[config.mk]
export PLATFORM = sky130hd
export DESIGN_NAME = lcg_combined_random_pick_unit
export DESIGN_NICKNAME = d
export VERILOG_FILES = /design/src/sv/lcgp_pkg.sv /design/src/sv/lcgp_dp.sv /design/src/sv/lcgp_ctrl.sv /design/src/sv/lcg_combined_random_pick_unit.sv
export VERILOG_INCLUDE_DIRS = /design/src /design/src/sv
export SDC_FILE = /design/constraint.sdc
export NUM_CORES = 1
export LEC_CHECK = 0
export BUFFER_PORTS_ARGS = -buffer_cell sky130_fd_sc_hd__buf_2
export CAP_MARGIN = 20
export CORE_UTILIZATION = 45
export CTS_CLUSTER_DIAMETER = 120
export DETAILED_ROUTE_END_ITERATION = 10
export PLACE_DENSITY = 0.61
export SLEW_MARGIN = 20
export SYNTH_ARGS = -nofsm -noshare
export SYNTH_HDL_FRONTEND = slang
export SYNTH_SLANG_ARGS = --single-unit
export TNS_END_PERCENT = 30
[constraint.sdc]
create_clock -name i_clk -period 16.8 [get_ports i_clk]
set_input_delay 0.84 -clock i_clk [delete_from_list [all_inputs] [get_ports i_clk]]
set_output_delay 0.84 -clock i_clk [all_outputs]
set_load 0.02 [all_outputs]
[src/sv/lcg_combined_random_pick_unit_defines.svh]
// Assertion macros shared by the random pick unit.
// Each macro takes a label, the clock, the active-low reset, an antecedent and a consequent.
`ifndef LCG_COMBINED_RANDOM_PICK_UNIT_DEFINES_SVH
`define LCG_COMBINED_RANDOM_PICK_UNIT_DEFINES_SVH
`ifndef SYNTHESIS
`define LCGP_ASSERT_SAME(label, clk, rst_n, ante, cons) \
    label: assert property (@(posedge clk) disable iff (!(rst_n)) (ante) |-> (cons)) \
        else $error("lcgp: same-cycle check failed");
`define LCGP_ASSERT_NEXT(label, clk, rst_n, ante, cons) \
    label: assert property (@(posedge clk) disable iff (!(rst_n)) (ante) |=> (cons)) \
        else $error("lcgp: next-cycle check failed");
`else
`define LCGP_ASSERT_SAME(label, clk, rst_n, ante, cons)
`define LCGP_ASSERT_NEXT(label, clk, rst_n, ante, cons)
`endif
`endif

[src/sv/lcgp_pkg.sv]
`default_nettype none

package lcgp_pkg;

    localparam int unsigned DATA_W = 32;

    localparam logic [DATA_W-1:0] LCG_MUL    = 32'd1103515245;
    localparam logic [DATA_W-1:0] LCG_ADD    = 32'd12345;
    localparam logic [DATA_W-1:0] SEED_RESET = 32'd1;

    // Generator state bits that feed each slice of the assembled value.
    localparam int unsigned FIELD_LSB = 18;
    localparam int unsigned LO_W      = 10;
    localparam int unsigned MID_LSB   = LO_W;
    localparam int unsigned HI_LSB    = 2 * LO_W;
    localparam int unsigned HI_W      = DATA_W - HI_LSB;

    localparam int unsigned DIV_STEPS = DATA_W;
    localparam int unsigned CNT_W     = $clog2(DIV_STEPS);

    localparam logic [CNT_W-1:0] DIV_LAST = CNT_W'(DIV_STEPS - 1);
    localparam logic [CNT_W-1:0] ADV_LAST = CNT_W'(2);

    localparam logic [1:0] ADV_LO  = 2'd0;
    localparam logic [1:0] ADV_MID = 2'd1;
    localparam logic [1:0] ADV_HI  = 2'd2;

    typedef enum logic [1:0] {
        S_IDLE,
        S_ADV,
        S_DIV,
        S_DONE
    } t_state;

    typedef struct packed {
        logic       load_max;
        logic       advance;
        logic [1:0] adv_idx;
        logic       div_step;
        logic       out_load;
    } t_dp_cmd;

    typedef struct packed {
        logic max_zero;
        logic out_free;
    } t_dp_sts;

    // One step of the generator, kept to the low 32 bits.
    function automatic logic [DATA_W-1:0] lcg_advance(input logic [DATA_W-1:0] s);
        logic [DATA_W-1:0] prod;
        prod = s * LCG_MUL;
        return prod + LCG_ADD;
    endfunction

endpackage

`default_nettype wire

[src/sv/lcgp_dp.sv]
`default_nettype none

module lcgp_dp (
    input  wire                              i_clk,
    input  wire                              i_rst_n,
    input  lcgp_pkg::t_dp_cmd                i_cmd,
    output lcgp_pkg::t_dp_sts                o_sts,
    input  wire                              i_cfg_we,
    input  wire  [lcgp_pkg::DATA_W-1:0]      i_cfg_seed,
    input  wire  [lcgp_pkg::DATA_W-1:0]      i_modulus,
    input  wire                              i_out_stall,
    output logic                             o_out_valid,
    output logic [lcgp_pkg::DATA_W-1:0]      o_value
);

    logic [lcgp_pkg::DATA_W-1:0] r_seed_state;
    logic [lcgp_pkg::DATA_W-1:0] r_max;
    logic [lcgp_pkg::DATA_W-1:0] r_dvd;
    logic [lcgp_pkg::DATA_W-1:0] r_rem;
    logic                        r_out_valid;
    logic [lcgp_pkg::DATA_W-1:0] r_out_value;

    logic [lcgp_pkg::DATA_W-1:0] w_next_state;
    logic [lcgp_pkg::DATA_W:0]   w_rem_sh;
    logic [lcgp_pkg::DATA_W:0]   w_diff;
    logic                        w_ge;
    logic [lcgp_pkg::DATA_W-1:0] n_rem;

    assign w_next_state = lcgp_pkg::lcg_advance(r_seed_state);

    // Restoring division step: only the remainder is kept.
    assign w_rem_sh = {r_rem, r_dvd[lcgp_pkg::DATA_W-1]};
    assign w_ge     = (w_rem_sh >= {1'b0, r_max});
    assign w_diff   = w_rem_sh - {1'b0, r_max};
    assign n_rem    = w_ge ? w_diff[lcgp_pkg::DATA_W-1:0] : w_rem_sh[lcgp_pkg::DATA_W-1:0];

    assign o_sts.max_zero = (r_max == '0);
    assign o_sts.out_free = !r_out_valid || !i_out_stall;

    always_ff @(posedge i_clk) begin
        if (!i_rst_n) begin
            r_seed_state <= lcgp_pkg::SEED_RESET;
            r_out_valid  <= 1'b0;
        end else begin
            if (i_cfg_we) begin
                r_seed_state <= i_cfg_seed;
            end else if (i_cmd.advance) begin
                r_seed_state <= w_next_state;
            end
            if (i_cmd.out_load) begin
                r_out_valid <= 1'b1;
            end else if (!i_out_stall) begin
                r_out_valid <= 1'b0;
            end
        end
    end

    always_ff @(posedge i_clk) begin
        if (i_cmd.load_max) begin
            r_max <= i_modulus;
            r_rem <= '0;
        end
        if (i_cmd.advance) begin
            case (i_cmd.adv_idx)
                lcgp_pkg::ADV_LO: begin
                    r_dvd[0 +: lcgp_pkg::LO_W] <=
                        w_next_state[lcgp_pkg::FIELD_LSB +: lcgp_pkg::LO_W];
                end
                lcgp_pkg::ADV_MID: begin
                    r_dvd[lcgp_pkg::MID_LSB +: lcgp_pkg::LO_W] <=
                        w_next_state[lcgp_pkg::FIELD_LSB +: lcgp_pkg::LO_W];
                end
                lcgp_pkg::ADV_HI: begin
                    r_dvd[lcgp_pkg::HI_LSB +: lcgp_pkg::HI_W] <=
                        w_next_state[lcgp_pkg::FIELD_LSB +: lcgp_pkg::HI_W];
                end
                default: begin
                end
            endcase
        end
        if (i_cmd.div_step) begin
            r_dvd <= {r_dvd[lcgp_pkg::DATA_W-2:0], 1'b0};
            r_rem <= n_rem;
        end
        if (i_cmd.out_load) begin
            r_out_value <= o_sts.max_zero ? r_dvd : r_rem;
        end
    end

    assign o_out_valid = r_out_valid;
    assign o_value     = r_out_value;

endmodule

`default_nettype wire

[src/sv/lcgp_ctrl.sv]
`default_nettype none
`include "lcg_combined_random_pick_unit_defines.svh"

module lcgp_ctrl (
    input  wire                i_clk,
    input  wire                i_rst_n,
    input  wire                i_in_valid,
    input  lcgp_pkg::t_dp_sts  i_sts,
    output lcgp_pkg::t_dp_cmd  o_cmd,
    output logic               o_idle
);

    lcgp_pkg::t_state             r_state;
    lcgp_pkg::t_state             n_state;
    logic [lcgp_pkg::CNT_W-1:0]   r_cnt;
    logic [lcgp_pkg::CNT_W-1:0]   n_cnt;

    always_ff @(posedge i_clk) begin
        if (!i_rst_n) begin
            r_state <= lcgp_pkg::S_IDLE;
            r_cnt   <= '0;
        end else begin
            r_state <= n_state;
            r_cnt   <= n_cnt;
        end
    end

    always_comb begin
        n_state        = r_state;
        n_cnt          = r_cnt;
        o_cmd          = '0;
        o_cmd.adv_idx  = r_cnt[1:0];
        o_idle         = 1'b0;
        unique case (r_state)
            lcgp_pkg::S_IDLE: begin
                o_idle = 1'b1;
                if (i_in_valid) begin
                    o_cmd.load_max = 1'b1;
                    n_cnt          = '0;
                    n_state        = lcgp_pkg::S_ADV;
                end
            end
            lcgp_pkg::S_ADV: begin
                o_cmd.advance = 1'b1;
                if (r_cnt == lcgp_pkg::ADV_LAST) begin
                    n_cnt   = '0;
                    n_state = i_sts.max_zero ? lcgp_pkg::S_DONE : lcgp_pkg::S_DIV;
                end else begin
                    n_cnt = r_cnt + 1'b1;
                end
            end
            lcgp_pkg::S_DIV: begin
                o_cmd.div_step = 1'b1;
                n_cnt          = r_cnt + 1'b1;
                if (r_cnt == lcgp_pkg::DIV_LAST) begin
                    n_state = lcgp_pkg::S_DONE;
                end
            end
            lcgp_pkg::S_DONE: begin
                if (i_sts.out_free) begin
                    o_cmd.out_load = 1'b1;
                    n_state        = lcgp_pkg::S_IDLE;
                end
            end
            default: begin
                n_state = lcgp_pkg::S_IDLE;
            end
        endcase
    end

    `LCGP_ASSERT_NEXT(a_div_to_done, i_clk, i_rst_n, r_state == lcgp_pkg::S_DIV && r_cnt == lcgp_pkg::DIV_LAST, r_state == lcgp_pkg::S_DONE)
    `LCGP_ASSERT_NEXT(a_zero_skips_div, i_clk, i_rst_n, r_state == lcgp_pkg::S_ADV && r_cnt == lcgp_pkg::ADV_LAST && i_sts.max_zero, r_state == lcgp_pkg::S_DONE)
    `LCGP_ASSERT_SAME(a_load_when_free, i_clk, i_rst_n, o_cmd.out_load, i_sts.out_free)
    `LCGP_ASSERT_SAME(a_adv_count_range, i_clk, i_rst_n, r_state == lcgp_pkg::S_ADV, r_cnt <= lcgp_pkg::ADV_LAST)

endmodule

`default_nettype wire

[src/sv/lcg_combined_random_pick_unit.sv]
// A request runs through three generator advances, then the one-bit-per-cycle remainder loop (32 steps)
// when the maximum is nonzero, then waits until the output register is free for the hand-off. The unit
// takes one item at a time; no new request is accepted until the previous result has been handed off.
// Reset: synchronous, active low; the generator state returns to 1 and no result is pending.
// A seed write reloads the generator state at once and is taken whenever the unit is idle.
`default_nettype none

module lcg_combined_random_pick_unit (
    input  wire                          i_clk,
    input  wire                          i_rst_n,
    // Request channel.
    input  wire                          i_valid,
    output logic                         o_stall,
    input  wire  [lcgp_pkg::DATA_W-1:0]  i_modulus,
    // Result channel.
    output logic                         o_valid,
    input  wire                          i_stall,
    output logic [lcgp_pkg::DATA_W-1:0]  o_value,
    // Seed register write channel.
    input  wire                          i_cfg_valid,
    output logic                         o_cfg_ready,
    input  wire  [lcgp_pkg::DATA_W-1:0]  i_cfg_seed
);

    lcgp_pkg::t_dp_cmd w_cmd;
    lcgp_pkg::t_dp_sts w_sts;
    logic              w_idle;

    // The controller walks each item through three generator advances, an optional
    // 32-step remainder loop and a hand-off into the output register. Because the
    // result sits in its own register, the next item is taken while it waits.
    lcgp_ctrl u_ctrl (
        .i_clk      (i_clk),
        .i_rst_n    (i_rst_n),
        .i_in_valid (i_valid),
        .i_sts      (w_sts),
        .o_cmd      (w_cmd),
        .o_idle     (w_idle)
    );

    // The datapath holds the generator state, the assembled value, the divider
    // and the output register.
    lcgp_dp u_dp (
        .i_clk       (i_clk),
        .i_rst_n     (i_rst_n),
        .i_cmd       (w_cmd),
        .o_sts       (w_sts),
        .i_cfg_we    (i_cfg_valid && o_cfg_ready),
        .i_cfg_seed  (i_cfg_seed),
        .i_modulus   (i_modulus),
        .i_out_stall (i_stall),
        .o_out_valid (o_valid),
        .o_value     (o_value)
    );

    // A new item is taken only while the controller waits for work; a seed write is
    // accepted at the same times so that it never lands in the middle of an item.
    assign o_stall     = !w_idle;
    assign o_cfg_ready = w_idle;

endmodule

`default_nettype wire

# After elaboration in Yosys (flattened, before gate mapping)
# Cells that the tools add are included.
# op_classes
addsub	3
n_mul	1
n_lt_le_gt_ge	1
eq_ne	12
mux	29
reduce_logical	21
# ops
operator	count
$mux 32	8
$ge 33x32->1	1
$add 32x14->32 const B	1
$logic_not 32->1	1
$mul 32x31->32 const B	1
$sub 32x32->32	1
$mux 10	2
$pmux 5 s3	1
$mux 12	1
$reduce_bool 2->1	6
$mux 1	10
$mux 5	2
$reduce_and 2->1	5
$mux 2	4
$ne 2x1->1 const B	4
$pmux 2 s4	1
$eq 2x2->1 const B	3
$add 5x1->5 const B	1
$eq 5x2->1 const B	1
$eq 5x5->1 const B	1
$eq 2x1->1 const B	2
$logic_not 2->1	2
$reduce_and 4->1	1
$logic_not 1->1	3
other kinds (4)	4
# totals
regBits	168
out_inout_bits	35

# Depth between registers and ports, before layout
# Gate-level depths: netlist of run 1.
# logic_depth
ltp_word	5
ltp_mapped	25
ltp_nobuf	25

# By module
# Synthesis of run 1 repeated with hierarchy kept, for this count alone.
# hier_totals
cells_unflattened	1709
area_unflattened_um2	16922.5
# modules_own_cells
module	instances	cells_each	area_per_inst_um2	seq_area_each_um2
lcgp_dp	1	1648	16383.2	4454.3
lcgp_ctrl	1	59	529.3	140.1
lcg_combined_random_pick_unit	1	2	10.0	0.0

# Worst setup path before layout of run 1
# Ideal clock, no wire load.
# synth_path
kind	reg-to-reg
from	register u_dp.r_seed_state[7] in the netlist's numbering
to	register u_dp.r_dvd[30] in the netlist's numbering, data pin
setup_ps	145
arrival_time_ps	6538
required_time_ps	16655
setup_slack_ps	10117
stages_incl_launch_ff	24
path_buffers	0
period_less_slack_ps	6683
cell_sequence	dfxtp_1 > ha_1 > fa_1 > inv_1 > fa_1 > fa_1 > inv_1 > ha_1 > inv_1 > fa_1 > inv_1 > fa_1 > inv_1 > fa_1 > inv_1 > ha_1 > a21o_1 > a31o_1 > a221o_1 > a41o_1 > a31o_2 > a221oi_1 > mux2_2 > o21ai_1
# synth_via
elab_chain_len	5
# synth_lines
item	line_no	source
start: declaration	lcgp_dp.sv:16	logic [lcgp_pkg::DATA_W-1:0] r_seed_state;
start signal: assignment	lcgp_dp.sv:42	r_seed_state <= lcgp_pkg::SEED_RESET;
start signal: assignment	lcgp_dp.sv:46	r_seed_state <= i_cfg_seed;
start signal: assignment	lcgp_dp.sv:48	r_seed_state <= w_next_state;
$mul 32x31->32	lcgp_pkg.sv:51	prod = s * LCG_MUL;
$add 32x14->32	lcgp_pkg.sv:52	return prod + LCG_ADD;
$mux 12	lcgp_dp.sv:64	case (i_cmd.adv_idx)
$mux 32	lcgp_dp.sv:63	if (i_cmd.advance) begin
$mux 32	lcgp_dp.sv:81	if (i_cmd.div_step) begin
end signal: indexed assignment	lcgp_dp.sv:66	r_dvd[0 +: lcgp_pkg::LO_W] <=
end signal: indexed assignment	lcgp_dp.sv:70	r_dvd[lcgp_pkg::MID_LSB +: lcgp_pkg::LO_W] <=
end signal: assignment	lcgp_dp.sv:82	r_dvd <= {r_dvd[lcgp_pkg::DATA_W-2:0], 1'b0};
end: declaration	lcgp_dp.sv:18	logic [lcgp_pkg::DATA_W-1:0] r_dvd;
# No other way between the ends. The select of a mux whose other input is x is not followed.
# A chain may end at the register's enable or synchronous reset.

# Final worst setup path of run 1
# layout_path
from	register u_dp.r_seed_state[0] in the netlist's numbering
to	register u_dp.r_dvd[18] in the netlist's numbering, data pin
# layout_via
elab_chain_len	5
# layout_lines
item	line_no
$mul 32x31->32	lcgp_pkg.sv:51
$add 32x14->32	lcgp_pkg.sv:52
$mux 10	lcgp_dp.sv:64
$mux 32	lcgp_dp.sv:63
$mux 32	lcgp_dp.sv:81
# No other way between the ends. The select of a mux whose other input is x is not followed.

==> impl_metrics.tcl, run 1 <==
set metrics [dict create \
    status "complete, no violations" \
    cp_data_required_time_ns 16.97 \
    synth_fp_nets 2184 \
    num_vias 12200 \
    clock-sinks 166 \
    row_count 70 \
    clock_skew_ns 0.0116 \
    timing.setup.tns_ns 0 \
    worst_pin_slew_ns 1.11 \
    yosysSeqAreaShare_pct 27.2 \
    grt_max_degree 64 \
    synth_top_cell_area_share_pct 22.5 \
    place_hpwl_um 35700 \
    cts_setup_buffers 0 \
    portBuffers 101 \
    setup_viol_count_final 0 \
    relSlewSlack_pct 25.5 \
    clock_path_buffers 2 \
    synth_edf_count 127 \
    wl_per_cell_um 19.3 \
    end_kind "flop" \
    h-tree-depth 4 \
    overflow 0 \
    track_usage_pct 24.0 \
    ys_types 72 \
    place.gp.congestion 0.906 \
    cp.arrival_ns 7.82 \
    cts.clk_slew.worst_paths_ns 0.07 \
    critical-path-top-delay-family "adder cells" \
    slowest_delay_ns 0.83 \
    syn_area_um2 16900 \
    critPathBufInv 6 \
    avgSynthCellArea_um2 9.85 \
    drtPass1Iterations 5 \
    synthArstFlopShare_pct 0 \
    num-nets-final 2274 \
    layout_commonest_cell "inv_1" \
    fmax_ghz 0.131 \
    syn_to_final_growth_pct 9.39 \
    drive_gt1_share_pct 10.3 \
    yosysWarningCount 0 \
    syn_inst 1718 \
    grt_pass1_wl_um 69700 \
    min_path_type "reg2reg" \
    cp_max_fo 11 \
    antenna_left 0 \
    hold_viol 0 \
    vias_per_cell 5.33 \
    io_pins 104 \
    synth.largest_area_cell "edfxtp_1" \
    rsz0062_at_grt "false" \
    die_w_um 196 \
    crit_chain "inv_1 > ha_1 > inv_1 > ha_1 > fa_1 > fa_1 > ha_1 > inv_1 > fa_1 > inv_1 > fa_1 > inv_1 > fa_1 > inv_1 > ha_1 > a21o_1 > a31o_1 > a221o_1 > a41o_1 > a31o_2 > a211o_1 > xnor2_1 > o21ai_0" \
    crit_type "reg2reg" \
    ctsRootBufferMaster "clkbuf_16" \
    final.period_utilization_pct 45.5 \
    antenna_found_initial 2 \
    layout_common_cells "inv_1 (408), ha_1 (229), fa_1 (166)" \
    fin_crit_ns 7.65 \
    grt_pass1_vias 12300 \
    clock_latency_ns 0.44 \
    cts_hold_buf 0 \
    chipHeight_um 196 \
    ys_seq_elements 166 \
    ys.flop_type "edfxtp_1" \
    core_area_um2 36800 \
    initial_core_util_pct 46.0 \
    drv_slew 0 \
    cts_made_buffers 17 \
    start_kind "flop" \
    drt_drc_violations_left 0 \
    cap_violations 0 \
    synth_area_leaders "edfxtp_1 (23%), fa_1 (20%), ha_1 (17%)" \
    cts_tree "done" \
    timing.critical_path.mode_cell "inv_1" \
    cpMaxStageDelayCell "dfxtp_1" \
    first_iter_violations 999 \
    cts.repair.resized 0 \
    die-area_um2 38400 \
    routed_wirelength_um 44200 \
    fillerInstances 3421 \
]
## kinds of logic (layout without fill, tap and decap cells)
logic type	Yosys count	after routing	share of synthesized area [%]
compound gates	300	300	11.4
other cells	0	2	0
xor+xnor	73	73	3.82
simple gates	294	294	8.13
mux	43	43	2.81
buf+inv	445	548	9.97
fa+ha+maj	397	397	36.7
flops	166	166	27.2
## final timing paths
kind	endpoint	slack (ns)	startpoint	depth (start not counted)
hold / removal	u_dp.r_dvd[0]	0.49	u_dp.r_dvd[0]	2
setup / recovery	u_dp.r_dvd[18]	9.15	u_dp.r_seed_state[0]	23
setup reg to reg	u_dp.r_dvd[18]	9.15	u_dp.r_seed_state[0]	23
hold reg to reg	u_dp.r_dvd[0]	0.49	u_dp.r_dvd[0]	2
## through the flow
stage	hold WS, ns	cell area [µm²]	setup slack [ns]	std cells	util, %
after detailed placement	0.478	17900	9.17	2257	48.7
after global routing	0.506	18500	8.86	2291	50.3
after global placement	0.465	17900	9.19	2257	48.7
after CTS	0.487	18500	9.14	2289	50.3
final	0.486	18500	9.15	2291	50.3
after floorplan	0.450	16900	10.12	1718	-
## cells in the mapped netlist (all sizes together), types with 10 or more instances
library cell,instances
nor3,19
o21ai,75
edfxtp,127
nand2,128
o21a,11
nor2,53
xnor2,51
nand3,19
inv,408
a22o,10
o211ai,11
a211oi,18
clkbuf,30
ha,231
mux2,36
a21oi,98
a21o,19
xor2,22
nand2b,10
fa,166
dfxtp,39
## sequential cells by signal (all words and copies together), names as in the netlist
signal,count
u_ctrl.r_cnt,5
u_ctrl.r_state,2
u_dp.o_out_valid,1
u_dp.o_value,32
u_dp.r_dvd,32
u_dp.r_max,32
u_dp.r_rem,32
u_dp.r_seed_state,30
## metal layers
metal | vias to the layer above | track usage, % | wire (µm)
met3 | 23 | 3.03 | 2590
met4 | 0 | 4.77 | 378
li1 | 5864 | - | -
met1 | 5976 | 36.6 | 21800
met5 | - | 0 | 0
met2 | 346 | 36.3 | 19400
## layout make-up
cell class,count,area (µm²),area share (%)
Clock buffer,22,444,2.40
Timing Repair Buffer,108,558,3.02
Multi-Input combinational cell,1107,10700,57.6
Inverter,408,1530,8.28
Antenna cell,2,5.00,0.0270
Clock inverter,10,130,0.703
Sequential cell,166,4590,24.8
Tap cell,468,586,3.16
## tightest hold or removal path, delay by kind of cell (launching register included)
family | cells | cell delay [ns]
compound gates | 1 | 0.06
flops | 1 | 0.32
simple gates | 1 | 0.06
Power of run 1 is not shown: default switching activity piles up to over one toggle a cycle in this logic, so the estimate is an artifact.
==> run 2: changes to the inputs <==
==> constraint.sdc (replaced) <==
create_clock -name i_clk -period 7.8 [get_ports i_clk]
set_input_delay 0.39 -clock i_clk [delete_from_list [all_inputs] [get_ports i_clk]]
set_output_delay 0.39 -clock i_clk [all_outputs]
set_load 0.02 [all_outputs]
==> run 2 against run 1 <==
Effect of this change: sequential cell count stayed put; critical path depth stayed put; non-clock buffer count is 17 higher; design area is 0.83% higher; sequential share of layout area is 0.20 points lower; maximum frequency is 3.4% higher; via count is 0.13% higher; worst setup slack worse by 8.7 ns; worst hold slack worse by 0.36 ns; utilization is 0.42 points higher; die area stayed put.
==> impl_metrics.tcl, run 2 (synthesis results as in run 1) <==
set metrics [dict create \
    drtPass1Iterations 5 \
    num_vias 12200 \
    cts_tree "done" \
    cap_violations 0 \
    track_usage_pct 24.9 \
    end_kind "flop" \
    cp_max_fo 8 \
    ctsRootBufferMaster "clkbuf_16" \
    die-area_um2 38400 \
    chipHeight_um 196 \
    grt_max_degree 64 \
    layout_common_cells "inv_1 (408), ha_1 (229), fa_1 (166)" \
    clock_skew_ns 0.0123 \
    num-nets-final 2291 \
    fmax_ghz 0.135 \
    cts.clk_slew.worst_paths_ns 0.07 \
    clock-sinks 166 \
    rsz0062_at_grt "false" \
    critPathBufInv 6 \
    hold_viol 0 \
    critical-path-top-delay-family "adder cells" \
    worstHoldStart "i_modulus[21]" \
    first_iter_violations 847 \
    slowest_delay_ns 0.61 \
    core_area_um2 36800 \
    start_kind "flop" \
    min_path_type "in2reg" \
    place_hpwl_um 37300 \
    io_pins 104 \
    drv_slew 0 \
    worstSetupStartpoint "u_dp.r_seed_state[7]" \
    timing.setup.tns_ns 0 \
    die_w_um 196 \
    relSlewSlack_pct 27.6 \
    wl_per_cell_um 19.7 \
    drt_drc_violations_left 0 \
    drive_gt1_share_pct 11.6 \
    row_count 70 \
    final.period_utilization_pct 94.8 \
    setup_viol_count_final 0 \
    fin_crit_ns 7.40 \
    grt_pass1_wl_um 72100 \
    r2r-start "u_dp.r_seed_state[7]" \
    clock_latency_ns 0.44 \
    crit_type "reg2reg" \
    status "complete, no violations" \
    cp_data_required_time_ns 7.97 \
    cts_setup_buffers 0 \
    antenna_left 0 \
    crit_chain "ha_1 > fa_1 > inv_1 > fa_1 > fa_1 > inv_1 > ha_1 > inv_1 > fa_1 > inv_1 > fa_1 > inv_1 > fa_1 > inv_1 > ha_1 > a21o_1 > a31o_1 > a221o_1 > a41o_1 > a31o_2 > a211o_1 > xnor2_1 > o31ai_1" \
    portBuffers 101 \
    cts.repair.resized 0 \
    cpMaxStageDelayCell "dfxtp_1" \
    place.gp.congestion 0.986 \
    syn_to_final_growth_pct 10.3 \
    vias_per_cell 5.30 \
    antenna_found_initial 2 \
    clock_path_buffers 2 \
    routed_wirelength_um 45600 \
    h-tree-depth 4 \
    worst_pin_slew_ns 1.08 \
    grt_pass1_vias 12500 \
    overflow 0 \
    initial_core_util_pct 46.0 \
    cts_hold_buf 0 \
    layout_commonest_cell "inv_1" \
    cp.arrival_ns 7.57 \
    cts_made_buffers 17 \
]
-- run 2: changes by cell type in the layout (fill, tap and decap cells not counted), sizes merged --
cell	delta
diode	-1
clkbuf	-3
inv	+9
bufinv	-2
clkinv	-1
buf	+17
clkinvlp	-3
-- run 2: per-stage QoR --
step,utilization [%],hold slack (ns),cells,setup slack [ns],area (µm²)
floorplan,-,0.450,1718,1.12,16900
global placement,49.1,0.479,2274,0.499,18100
detailed placement,49.1,0.504,2274,0.425,18100
CTS,50.7,0.109,2306,0.402,18700
global route,50.7,0.108,2307,0.0476,18700
finish,50.7,0.124,2307,0.403,18700
-- run 2: area by class of cell --
| type | instances | area (µm²) |
|---|---|---|
| fillers | 3380 | 18100 |
| multi-input cells | 1107 | 10700 |
| flip-flops and latches | 166 | 4590 |
| inverters | 408 | 1530 |
| repair buffers | 125 | 686 |
| well taps | 468 | 586 |
| clock buffers | 19 | 475 |
| clock inverters | 13 | 128 |
| diodes | 1 | 2.50 |
-- run 2: per-layer routing --
| layer | up-vias | wire length [µm] | track usage, % |
|---|---|---|---|
| li1 | 5891 | - | - |
| met1 | 5953 | 22500 | 37.5 |
| met2 | 329 | 19100 | 36.1 |
| met3 | 52 | 3170 | 5.48 |
| met4 | 0 | 864 | 5.93 |
| met5 | - | 0 | 0 |
-- run 2: path summary, 6_finish.rpt --
check	end	slack, ns	depth (start not counted)
worst max-delay path	u_dp.r_dvd[8]	0.40	23
worst min-delay path	u_dp.r_max[21]	0.12	1
worst max register to register	u_dp.r_dvd[8]	0.40	23
worst min register to register	u_dp.r_dvd[0]	0.52	2
Power of run 2 is left out for the same reason.
